===== src/design/ims_pkg.sv =====
// Shared types and widths for the interval merge sorter.
`default_nettype none
package ims_pkg;

  localparam int START_W = 31;
  localparam int LEN_W   = 31;
  localparam int END_W   = 32;

  typedef struct packed {
    logic               vld;
    logic [START_W-1:0] start;
    logic [LEN_W-1:0]   len;
  } entry_t;

  typedef struct packed {
    logic ins;
    logic shf;
  } cell_ctl_t;

  typedef struct packed {
    logic draining;
    logic shf;
  } merge_stat_t;

endpackage
`default_nettype wire


===== src/design/ims_cell.sv =====
// One slot of the sorted interval chain: sorted insert and shift toward the head.
`default_nettype none
module ims_cell (
  input  wire logic               clk,
  input  wire logic               rst_n,
  input  wire ims_pkg::cell_ctl_t ctl,
  input  wire ims_pkg::entry_t    new_ent,
  input  wire ims_pkg::entry_t    prev_ent,
  input  wire logic               prev_pass,
  input  wire ims_pkg::entry_t    next_ent,
  output ims_pkg::entry_t         ent,
  output logic                    pass
);

  logic                        vld_r;
  logic [ims_pkg::START_W-1:0] start_r;
  logic [ims_pkg::LEN_W-1:0]   len_r;
  ims_pkg::entry_t             ent_nxt;

  assign ent.vld   = vld_r;
  assign ent.start = start_r;
  assign ent.len   = len_r;

  always_comb begin
    pass    = vld_r && (start_r < new_ent.start);
    ent_nxt = ent;
    priority if (ctl.shf) begin
      ent_nxt = next_ent;
    end else if (ctl.ins && !pass) begin
      ent_nxt = prev_pass ? new_ent : prev_ent;
    end
  end

  always_ff @(posedge clk) begin
    if (!rst_n) begin
      vld_r <= 1'b0;
    end else begin
      vld_r <= ent_nxt.vld;
    end
  end

  always_ff @(posedge clk) begin
    start_r <= ent_nxt.start;
    len_r   <= ent_nxt.len;
  end

endmodule
`default_nettype wire


===== config.mk =====
export PLATFORM = sky130hd
export DESIGN_NAME = ims_cell
export DESIGN_NICKNAME = d
export VERILOG_FILES = /design/src/design/ims_pkg.sv /design/src/design/ims_cell.sv
export SDC_FILE = /design/constraint.sdc
export NUM_CORES = 1
export LEC_CHECK = 0
export ABC_AREA = 1
export CAP_MARGIN = 20
export CORE_AREA = 2 2 100 102
export CTS_BUF_LIST = sky130_fd_sc_hd__clkbuf_4
export DETAILED_ROUTE_END_ITERATION = 10
export DIE_AREA = 0 0 102 104
export DONT_BUFFER_PORTS = 1
export PLACE_DENSITY_LB_ADDON = 0.12
export SYNTH_ARGS = -nofsm -noshare
export SYNTH_HDL_FRONTEND = slang
export SYNTH_SLANG_ARGS = --single-unit

===== constraint.sdc =====
create_clock -name clk -period 3.4 [get_ports clk]
set_clock_uncertainty 0.15 [all_clocks]
set_input_delay 0.68 -clock clk [delete_from_list [all_inputs] [get_ports clk]]
set_output_delay 0.68 -clock clk [all_outputs]
set_load 0.02 [all_outputs]

# Word level (Yosys, flattened, before mapping)

Index checks and enable logic that the tools add are counted.

Multiplexer cells: 3
Reduce and logical (&&, ||, !) cells: 4
Magnitude comparators: 1

Operators with widths:

| kind                | number |
|---|---|
| $mux W63            | 3 |
| $lt A31 B31 Y1      | 1 |
| $logic_and A1 B1 Y1 | 2 |
| $reduce_bool A2 Y1  | 1 |
| $logic_not A1 Y1    | 1 |

Output and inout port bits: 64
Logic and storage cells: 11
Bits of input ports: 194
Flip-flop bits (word level): 63

# Logic depth before layout (Yosys ltp)

Word-level depth: 6
Gate-level depth with buffers: 15
Mapped depth without buffers: 15

# Worst setup path before layout

OpenSTA, ideal clock, no wires.

Kind: input -> register
From: in new_ent[57] (netlist name)
To: reg len_r[0] (netlist name), enable pin
Library setup time: 0.393 ns
Arrival time: 2.351 ns
Data required time: 2.857 ns
Stages on the path: 12
Setup slack: 0.505 ns
Path buffers: 0
Path through: inv_1 -> ha_1 -> nand2_1 -> nor2_2 -> nand2_2 -> nor2_2 -> nand2_1 -> nand2_1 -> nor2_1 -> nand2_1 -> nand2_1 -> nand2_2

Cells in the longest elaborated chain, start to end: 5

Ends and longest elaborated chain:

| element                      | line           | text |
|---|---|---|
| start: declaration           | ims_cell.sv:7  | `input wire ims_pkg::entry_t new_ent,` |
| $lt A31 B31 Y1               | ims_cell.sv:25 | `pass = vld_r && (start_r < new_ent.start);` |
| $logic_and A1 B1 Y1          | ims_cell.sv:25 |  |
| $logic_not A1 Y1             | ims_cell.sv:29 | `end else if (ctl.ins && !pass) begin` |
| $logic_and A1 B1 Y1          | ims_cell.sv:29 |  |
| $reduce_bool A2 Y1 (no line) | n/a            |  |
| end signal: assignment       | ims_cell.sv:44 | `len_r <= ent_nxt.len;` |
| end: declaration             | ims_cell.sv:17 | `logic [ims_pkg::LEN_W-1:0] len_r;` |

No other way between the ends.
A chain may end at the register's enable or synchronous reset.

# Worst setup path after layout

From: reg start_r[26] (netlist name)
To: out pass

Cells in the longest elaborated chain, start to end: 2

Ends and longest elaborated chain:

| element                  | line           | text |
|---|---|---|
| start: declaration       | ims_cell.sv:16 | `logic [ims_pkg::START_W-1:0] start_r;` |
| start signal: assignment | ims_cell.sv:43 | `start_r <= ent_nxt.start;` |
| $lt A31 B31 Y1           | ims_cell.sv:25 |  |
| $logic_and A1 B1 Y1      | ims_cell.sv:25 |  |
| end: declaration         | ims_cell.sv:12 | `output logic pass` |

No other way between the ends.

==> impl_metrics.toml <==
[clock_tree]
cts_resized = 0
htree_levels = 3
cts_setup_buffers = 0
ctsHoldBuffers = 0
cts_max_path_buffers = 2
cts.clk_slew.worst_paths_ns = 0.10
cts_sinks = 63
cts_tree = "yes"
root_buffer = "clkbuf_4"
cts_buffers = 9
insertion_delay_ns = 0.39

[timing]
timing.fmax_mhz = 354
setup_tns_ns = 0
tightest_slew_ns = 0.587
fin_crit_sh_pct = 83.2
setup_viol = 0
layout_min_cycle_time_ns = 2.83
slew_headroom_pct = 60.8
report.final.slew_viol_count = 0
hold_viol_final = 0
grt_setup_unrepaired = "no"

[drt]
drt_pre_antenna_iters = 4
route.detailed.drc = 0
via_count = 3291
postRouteAntennaNets = 0
vias_per_cell = 5.33
dr.first_iter.drc_count = 150
wirelength_mm = 10.7
routedWlPerCell_um = 17.3

[logic_synthesis]
yosysWarnings = 0
synth_top_family_by_area = "simple AND/OR/NAND/NOR gates"
ys_seq_area_share_pct = 46.9
synth_top_area_share_pct = 46.4
netlist_top_cells_area = "edfxtp_1 (46%), nand2_1 (13%), a21oi_1 (9.3%)"
yosys.area.top_type = "edfxtp_1"
synthAdderAreaFrac_pct = 9.35
synth.area.mux_share_pct = 0
syn_inst = 495
synth_seq_cells = 63
synth_nets = 719
syn_area_um2 = 4020
synth-simple-area-share_pct = 18.5
synth_xor_area_share_pct = 0
post_synth_num_cell_types = 24
avgSynthCellArea_um2 = 8.11
synth_compound_area_share_pct = 17.6

[die]
die-area_um2 = 10600
pin_count = 258
start_util_pct = 42.0
core_um2 = 9550
rows = 36
die_w_um = 102
die_h_um = 104

[setup_path]
endpoint_kind = "output port"
crit_type = "reg2out"
critPathCapture = "pass"
critPathMaxFanout = 2
r2r_slack_ns = 0.82
reg2reg_to = "start_r[29]"
required_ns = 2.57
critPathLaunch = "start_r[26]"
r2r_start = "start_r[30]"
reg2regPathDepth = 12
critical_path_arrival_ns = 2.00
start_kind = "flip-flop"

[power]
intPower_w = 0.00121
seq_power_share_pct = 62.2
swShare_pct = 32.4
power_switching_w = 0.000578
p_per_area_nw_per_um2 = 426
clkPwrFrac_pct = 22.2
vdd_drop_max_uv = 244
p_leak_nw = 1.79
power_frac_comb_pct = 15.7

[placed_design]
hpwl_mm = 7.92
place.gp.congestion = 0.830
port_buffers = 0
post-place-cells = 603

[global_routing]
grt_usage_pct = 19.4
grt_max_degree = 94
grt_pass1_wl_mm = 15.7
grt_overflow = 0
antenna_found_initial = 1
grt_pass1_vias = 3140

[run_status]
status = "complete, no violations"

[worst_hold_path]
worstHoldPathType = "in2reg"
min_path_cells = 2

[cells_and_area]
layout.cells.non_filler = 618
layout.nets = 705
drive_above_1_share_pct = 5.57
syn2layout_area_growth_pct = 4.33
antennaDiodeCount = 0

[run]
max_cap_viol_count = 0
==> worst min path at each step <==
stage / startpoint / to / slack (ns)
after floorplan: vld_r / vld_r / 0.37
after global placement: vld_r / vld_r / 0.64
after detailed placement: vld_r / vld_r / 0.66
after CTS: rst_n / vld_r / 0.26
after global routing: rst_n / vld_r / 0.24
final: rst_n / vld_r / 0.29
==> worst max-delay path, stage by stage, from the launching register on <==
cell	delay, ns
edfxtp_1	0.52
ha_1	0.34
a21o_1	0.19
o21ai_1	0.14
nand2_1	0.07
nor2_1	0.11
nand2_1	0.08
inv_1	0.18
==> flip-flops by register name (all words and copies together), names as in the netlist <==
name and cells:
start_r 31, vld_r 1, len_r 31
==> cell usage in the layout, fill, tap and decap left out, drive strengths merged <==
cell type	instances
buf	2
clkbuf	9
clkinvlp	1
o31ai	1
nor3	1
nand2	139
nand3	5
a21oi	76
ha	30
o21ai	61
inv	47
clkinv	5
nor2	43
dfxtp	1
a21o	1
nand4	1
edfxtp	62
==> logic make-up after synthesis <==
kind of cell / count (synthesis)
compound gates: 139
fa+ha+maj: 30
buf+inv: 74
flops: 63
simple gates: 189
==> final cells by class <==
class                           count  area (um2)
Timing Repair Buffer                2        40.0
Sequential cell                    63        1880
Inverter                           47         179
Multi-Input combinational cell    358        1830
Fill cell                        1007        5360
Clock buffer                        9        67.6
Tap cell                          133         166
Clock inverter                      6        28.8
==> power groups by stage <==
stage | logic, W | registers, W | clock network [W]
6_report | 0.000280 | 0.00111 | 0.000395
2_1_floorplan | 0.000250 | 0.00110 | 0
5_1_grt | 0.000331 | 0.00112 | 0.000454
4_1_cts | 0.000286 | 0.00111 | 0.000418
3_5_place_dp | 0.000286 | 0.00113 | 0
3_3_place_gp | 0.000278 | 0.00113 | 0
==> metal layers <==
metal / vias up / GRT usage [%] / share of wire [%]
li1: 1629 / - / -
met1: 1481 / 20.9 / 38
met2: 167 / 33.6 / 50
met3: 14 / 9.21 / 11
met4: 0 / 5.24 / 1.4
met5: - / 0 / 0
==> synth_stat cells <==
cell type  count
dfxtp_1        1
a21oi_2        1
nand4_1        1
edfxtp_1      62
nor3_1         1
buf_2         19
nor2_2         3
nor2_1        39
clkbuf_1       7
o21ai_1       35
nand2_2        3
nor2_4         1
inv_1         43
nand3_1        5
o21ai_2        1
inv_4          1
a21o_1         1
o31ai_1        1
a21oi_1       75
buf_4          1
ha_1          30
inv_2          3
o21ai_0       25
nand2_1      136
==> stage by stage <==
| step | hold slack, ns | setup WS [ns] | total power (W) | util [%] | instance area, um2 |
|---|---|---|---|---|---|
| finish | 0.288 | 0.572 | 0.00178 | 43.9 | 4190 |
| global route | 0.244 | 0.377 | 0.00190 | 43.9 | 4190 |
| CTS | 0.256 | 0.500 | 0.00182 | 43.9 | 4190 |
| detailed placement | 0.658 | 0.650 | 0.00141 | 42.9 | 4090 |
| global placement | 0.638 | 0.684 | 0.00141 | 42.9 | 4090 |
| floorplan | 0.374 | 0.505 | 0.00135 | - | 4020 |
Note: power is estimated with default switching activity, not from simulation.
