`config.mk`:
```
export PLATFORM = sky130hd
export DESIGN_NAME = ims_merge
export DESIGN_NICKNAME = d
export VERILOG_FILES = /design/src/design/ims_pkg.sv /design/src/design/ims_merge.sv
export SDC_FILE = /design/constraint.sdc
export NUM_CORES = 1
export LEC_CHECK = 0
export CORE_MARGIN = 4
export CORE_UTILIZATION = 63
export CTS_CLUSTER_SIZE = 20
export DETAILED_ROUTE_END_ITERATION = 16
export DONT_BUFFER_PORTS = 1
export PLACE_DENSITY_LB_ADDON = 0.12
export SYNTH_ARGS = -nofsm -noshare
export SYNTH_HDL_FRONTEND = slang
export SYNTH_SLANG_ARGS = --single-unit
```
`constraint.sdc`:
```
create_clock -name clk -period 6.9 [get_ports clk]
set_input_delay 1.38 -clock clk [delete_from_list [all_inputs] [get_ports clk]]
set_output_delay 1.38 -clock clk [all_outputs]
set_load 0.01 [all_outputs]
```
`src/design/ims_pkg.sv`:
```
// Shared types and widths for the interval merge sorter.
`default_nettype none
package ims_pkg;

  localparam int START_W = 31;
  localparam int LEN_W   = 31;
  localparam int END_W   = 32;

  typedef struct packed {
    logic               vld;
    logic [START_W-1:0] start;
    logic [LEN_W-1:0]   len;
  } entry_t;

  typedef struct packed {
    logic ins;
    logic shf;
  } cell_ctl_t;

  typedef struct packed {
    logic draining;
    logic shf;
  } merge_stat_t;

endpackage
`default_nettype wire

```
`src/design/ims_merge.sv`:
```
// Merge unit at the chain head: folds sorted intervals and drives the result register.
`default_nettype none
module ims_merge (
  input  wire logic                        clk,
  input  wire logic                        rst_n,
  input  wire logic                        start_drain,
  input  wire logic                        drop,
  input  wire ims_pkg::entry_t             head,
  output ims_pkg::merge_stat_t             stat,
  output logic                             out_valid,
  input  wire logic                        out_stall,
  output logic [ims_pkg::START_W-1:0]      out_merged_start,
  output logic [ims_pkg::END_W-1:0]        out_merged_length,
  output logic                             out_last_result,
  output logic                             out_overflowed
);

  logic                        drain_r, drain_nxt;
  logic                        ovf_r, ovf_nxt;
  logic                        cur_vld_r, cur_vld_nxt;
  logic [ims_pkg::START_W-1:0] cur_start_r, cur_start_nxt;
  logic [ims_pkg::END_W-1:0]   cur_end_r, cur_end_nxt;
  logic                        out_valid_r, out_valid_nxt;
  logic [ims_pkg::START_W-1:0] out_start_r;
  logic [ims_pkg::END_W-1:0]   out_len_r;
  logic                        out_last_r, out_ovf_r;
  logic [ims_pkg::END_W-1:0]   head_end;
  logic                        ovl, out_free, emit, emit_last, shf;

  always_comb begin
    head_end    = {1'b0, head.start} + {1'b0, head.len};
    ovl         = cur_end_r >= {1'b0, head.start};
    out_free    = !out_valid_r || !out_stall;
    drain_nxt   = drain_r;
    ovf_nxt     = ovf_r | drop;
    cur_vld_nxt = cur_vld_r;
    cur_start_nxt = cur_start_r;
    cur_end_nxt = cur_end_r;
    emit        = 1'b0;
    emit_last   = 1'b0;
    shf         = 1'b0;
    if (drain_r) begin
      priority if (head.vld && !cur_vld_r) begin
        cur_vld_nxt   = 1'b1;
        cur_start_nxt = head.start;
        cur_end_nxt   = head_end;
        shf           = 1'b1;
      end else if (head.vld && ovl) begin
        if (head_end > cur_end_r) begin
          cur_end_nxt = head_end;
        end
        shf = 1'b1;
      end else if (head.vld) begin
        if (out_free) begin
          emit          = 1'b1;
          cur_start_nxt = head.start;
          cur_end_nxt   = head_end;
          shf           = 1'b1;
        end
      end else if (cur_vld_r) begin
        if (out_free) begin
          emit        = 1'b1;
          emit_last   = 1'b1;
          cur_vld_nxt = 1'b0;
          drain_nxt   = 1'b0;
          ovf_nxt     = 1'b0;
        end
      end else begin
        drain_nxt = 1'b0;
        ovf_nxt   = 1'b0;
      end
    end else if (start_drain) begin
      drain_nxt = 1'b1;
    end
    out_valid_nxt = emit ? 1'b1 : (out_valid_r && out_stall);
  end

  always_ff @(posedge clk) begin
    if (!rst_n) begin
      drain_r     <= 1'b0;
      ovf_r       <= 1'b0;
      cur_vld_r   <= 1'b0;
      out_valid_r <= 1'b0;
    end else begin
      drain_r     <= drain_nxt;
      ovf_r       <= ovf_nxt;
      cur_vld_r   <= cur_vld_nxt;
      out_valid_r <= out_valid_nxt;
    end
  end

  always_ff @(posedge clk) begin
    cur_start_r <= cur_start_nxt;
    cur_end_r   <= cur_end_nxt;
    if (emit) begin
      out_start_r <= cur_start_r;
      out_len_r   <= cur_end_r - {1'b0, cur_start_r};
      out_last_r  <= emit_last;
      out_ovf_r   <= ovf_r;
    end
  end

  assign stat.draining     = drain_r;
  assign stat.shf          = shf;
  assign out_valid         = out_valid_r;
  assign out_merged_start  = out_start_r;
  assign out_merged_length = out_len_r;
  assign out_last_result   = out_last_r;
  assign out_overflowed    = out_ovf_r;

endmodule
`default_nettype wire

```
Word level (Yosys, flattened, before mapping) --
Cells that the tools add are included.
Word-level totals: register bits after elaboration 132, input port bits 68, output and inout port bits 68
Cells by class: add/subtract/negate cells 2, $lt $le $gt $ge 2, eq/ne operators 3, multiplexer cells 36, bitwise gates (word level) 2, reduce and logical (&&, ||, !) cells 15
Operators with widths (number):
- two-way mux 32 bit | 5
- two-way mux 31 bit | 4
- adder 31 x 31 -> 32 bit | 1
- >= comparator 32 x 31 -> 1 bit | 1
- > comparator 32 bit | 1
- subtractor 32 x 31 -> 32 bit | 1
- two-way mux 1 bit | 27
- AND reduction 4 bit | 2
- nonzero test 3 bit | 2
- nonzero test 2 bit | 2
- OR reduction 4 bit | 1
- logical AND 1 bit | 3
- zero test 1 bit | 3
- inequality test 3 x 2 -> 1 bit, second input constant | 1
- AND reduction 3 bit | 1
- inequality test 2 x 1 -> 1 bit, second input constant | 1
- inequality test 2 bit, second input constant | 1
- logical OR 1 bit | 1
- NOT 1 bit | 1
- bitwise OR 1 bit | 1

Logic depth before layout (Yosys ltp) --
depth in word-level cells 9, gate-level depth with buffers 19, depth with buffers taken out 19

Worst setup path after synthesis --
Ideal clock, no wire load.
path type in2reg, from input head[40] (netlist name), to register out_last_r, in the netlist out_last_result (enable), library setup time 0.496 ns, arrival 6.007 ns, data required time 6.404 ns, slack 0.397 ns, cell stages on the path 10, path buffers 0, cells stage by stage inv_1 -> ha_1 -> a21o_1 -> a21o_1 -> a211oi_1 -> o2111ai_1 -> and3_1 -> o31ai_1 -> nand2b_1 -> nor2b_1
Between the ends: longest elaborated chain between the ends 5
RTL lines:
- from (decl) | RTL line ims_merge.sv:8 | input wire ims_pkg::entry_t head,
- >= comparator 32 x 31 -> 1 bit | RTL line ims_merge.sv:32 | ovl = cur_end_r >= {1'b0, head.start};
- logical AND 1 bit | RTL line ims_merge.sv:48 | end else if (head.vld && ovl) begin
- two-way mux 1 bit | RTL line ims_merge.sv:48
- two-way mux 1 bit | RTL line ims_merge.sv:43 | priority if (head.vld && !cur_vld_r) begin
- two-way mux 1 bit | RTL line ims_merge.sv:42 | if (drain_r) begin
- named net emit | RTL line ims_merge.sv:28 | logic ovl, out_free, emit, emit_last, shf;
- to (signal assigned) | RTL line ims_merge.sv:98 | out_last_r <= emit_last;
- to (decl) | RTL line ims_merge.sv:26 | logic out_last_r, out_ovf_r;
The timed path passes the listed nets, and every way through them passes these cells. A chain may end at the register's enable or synchronous reset.

Worst setup path after layout --
from input head[0] (netlist name), to register cur_end_r[14] (netlist name) (enable)
Between the ends: longest elaborated chain between the ends 4
RTL lines:
- adder 31 x 31 -> 32 bit | RTL line ims_merge.sv:31 | head_end = {1'b0, head.start} + {1'b0, head.len};
- named net head_end, one bit | RTL line ims_merge.sv:27 | logic [ims_pkg::END_W-1:0] head_end;
- > comparator 32 bit | RTL line ims_merge.sv:49 | if (head_end > cur_end_r) begin
- inequality test 3 x 2 -> 1 bit (no source line)
- AND reduction 4 bit (no source line)
- to (signal assigned) | RTL line ims_merge.sv:94 | cur_end_r <= cur_end_nxt;
- to (decl) | RTL line ims_merge.sv:22 | logic [ims_pkg::END_W-1:0] cur_end_r, cur_end_nxt;
The timed path passes the listed nets, and every way through them passes these cells.

==> results.json <==
{
  "maxCapViolCount": 0,
  "crit_arrival_ns": 5.84,
  "routed_via_density": 6.22,
  "root_buffer": "clkbuf_16",
  "dieArea_mm2": 0.0160,
  "path_class": "input pin to flop",
  "yosys_warnings": 0,
  "cts.sinks": 132,
  "worst-slew-pin-transition_ns": 0.924,
  "endpoint_kind": "flop",
  "power_density_mw_per_mm2": 248,
  "setup_slack_ns": 1.16,
  "startpoint_type": "input pin",
  "place_congestion": 0.918,
  "setup_violations": 0,
  "slew_headroom_pct": 38.4,
  "n_antenna_cell": 0,
  "dr_total_vias": 6424,
  "synth.net_count": 1020,
  "cts_hold_buffers": 0,
  "pwr-share-comb_pct": 20.6,
  "final_core_util_pct": 69.9,
  "finalCritPeriodShare_pct": 83.2,
  "hold_depth": 0,
  "drtIter0Drc": 479,
  "synth_top_cell_by_area": "edfxtp_1",
  "clock_path_buffers": 2,
  "track_usage_pct": 27.7,
  "antenna_left": 0,
  "syn_area_mm2": 0.00884,
  "seq_area_frac_synth_pct": 44.4,
  "crit_required_ns": 7.00,
  "cts-buffers-inserted": 17,
  "p_seq_share_pct": 39.9,
  "syn_to_final_growth_pct": 9.25,
  "clock_power_share_pct": 39.5,
  "worstRegToRegCells": 10,
  "slew_violations": 0,
  "synth_common_cells": "edfxtp_1 (128), ha_1 (125), inv_1 (116), a21oi_1 (70), a21o_1 (37)",
  "antenna_found_initial": 1,
  "rsz0062_at_grt": "false",
  "grt_max_degree": 66,
  "tns_ns": 0,
  "peakVddDrop_v": 0.000171,
  "ios": 136,
  "critPathMaxFanout": 17,
  "place_ws_ns": 0.844,
  "initial_utilization_pct": 63.9,
  "syn_avg_cell_area_um2": 10.7,
  "switching_share_pct": 27.6,
  "clk_latency_ns": 0.42,
  "hold_path.class": "flop to flop",
  "finalHoldViolCount": 0,
  "synth_top_area_share_pct": 43.5,
  "cts_resized": 0,
  "coreArea_mm2": 0.0138,
  "placementRows": 43,
  "cp_slowest_stage_delay_ns": 0.44,
  "drive_above_1_share_pct": 5.99,
  "htree_levels": 4,
  "synth_flop_cell": "edfxtp_1",
  "internal_power_mw": 1.74,
  "synth_cell_types": 69,
  "ys_ff_latch": 132,
  "grt_pass1_vias": 6588,
  "die_y_um": 126,
  "power_switching_uw": 662,
  "p_total_mw": 2.40,
  "layout_min_cycle_time_ns": 5.74,
  "portBuffers": 0,
  "wl_per_cell_um": 21.0,
  "cts_setup_buffers": 0,
  "drc": 0,
  "grt_pass1_wl_um": 34900,
  "skew_ns": 0.00860,
  "clock.fmax_ghz": 0.174,
  "synth_edf_count": 128,
  "dieWidth_um": 126,
  "cts_tree": "built",
  "hpwl_um": 16600,
  "critPathSlowestCell": "a211oi_1",
  "synthTopCellsByArea": "edfxtp_1 (43%), ha_1 (18%), inv_1 (4.9%)",
  "crit_chain": "ha_1, fa_1, a211oi_1, o21ai_1, a311o_1, nand3_1, o21ai_1, a31oi_1, o21ai_0, xnor2_1, ha_1, nand4_1, nor3_1, o21ai_0, a41o_1, a31oi_1, o31a_1, buf_4",
  "gr-total-overflow": 0,
  "yosysMostFrequentCell": "edfxtp_1",
  "layout.nets": 1034,
  "routed_wl_um": 21700,
  "p_leak_nw": 4.22,
  "first_pass_iters": 5,
  "syn_inst": 825,
  "ys_async_sr_fraction_pct": 0,
  "clk_pin_slew_ns": 0.06,
  "run_status": "finished, final reports clean"
}
==> power by group through the flow <==
stage / Sequential, mW / Clock, mW / Combinational (mW)
after CTS: 0.957 / 0.950 / 0.491
after global placement: 0.972 / 0 / 0.460
after detailed placement: 0.973 / 0 / 0.481
after global routing: 0.960 / 0.995 / 0.553
after floorplan: 0.965 / 0 / 0.372
final: 0.957 / 0.947 / 0.495
==> state kept, by name, indices dropped and copies added (netlist names) <==
signal,flops
ovf_r,1
out_merged_length,32
out_last_result,1
drain_r,1
out_overflowed,1
out_merged_start,31
cur_start_r,31
cur_end_r,32
cur_vld_r,1
out_valid,1
==> cell usage in the layout (no fill, tap or decap), drive strengths merged, types with 15 or more instances in the layout <==
cell,synthesis,final
nand4,16,16
edfxtp,128,128
xor2,15,15
inv,116,118
clkbuf,4,17
nand3,19,19
ha,125,125
a21o,39,39
a21oi,73,73
xnor2,35,35
nor2,35,35
nand2,34,34
o21ai,35,35
==> routing by layer <==
metal | share of wire [%] | track usage, % | routed length [µm]
met1 | 44 | 37.9 | 9550
met2 | 47 | 44.9 | 10200
met3 | 7.4 | 6.32 | 1600
met4 | 1.6 | 7.38 | 352
met5 | 0.060 | 0 | 13
==> worst paths after layout <==
check,start,slack [ns],end
worst max-delay path,head[0],1.16,cur_end_r[14]
worst min-delay path,ovf_r,0.44,out_overflowed
worst max register to register,cur_end_r[9],2.85,out_merged_start[7]
worst min register to register,ovf_r,0.44,out_overflowed
==> kinds of logic after synthesis <==
| logic type | Yosys count | share of synthesized area, % |
|---|---|---|
| AOI/OAI and AO/OA | 225 | 17.3 |
| xor gates and xnor gates | 50 | 4.95 |
| adders and majority gates | 127 | 18.1 |
| buffers and inverters | 125 | 5.59 |
| DFF | 132 | 44.4 |
| and+or+nand+nor | 166 | 9.61 |
==> worst max-delay path, delay by kind of cell <==
kind,cells,cell delay [ns]
AOI/OAI and AO/OA,10,2.53
adders and majority gates,3,0.94
and+or+nand+nor,3,0.50
buffers and inverters,1,0.27
xor gates and xnor gates,1,0.19
==> through the flow <==
stage               hold slack [ns]  instances  cell area [µm²]
floorplan                     0.409        825             8840
global placement              0.423       1000             9050
detailed placement            0.427       1000             9050
CTS                           0.441       1032             9660
global route                  0.455       1032             9660
finish                        0.440       1032             9660
==> cell type report <==
class | count | area [µm²]
clock buffers | 17 | 425
clock inverters | 15 | 186
fillers | 991 | 4170
inverters | 116 | 435
multi-input cells | 568 | 4430
flip-flops and latches | 132 | 3920
well taps | 180 | 225
repair buffers | 4 | 30.0
No activity file was read; power rests on OpenSTA's default activity.
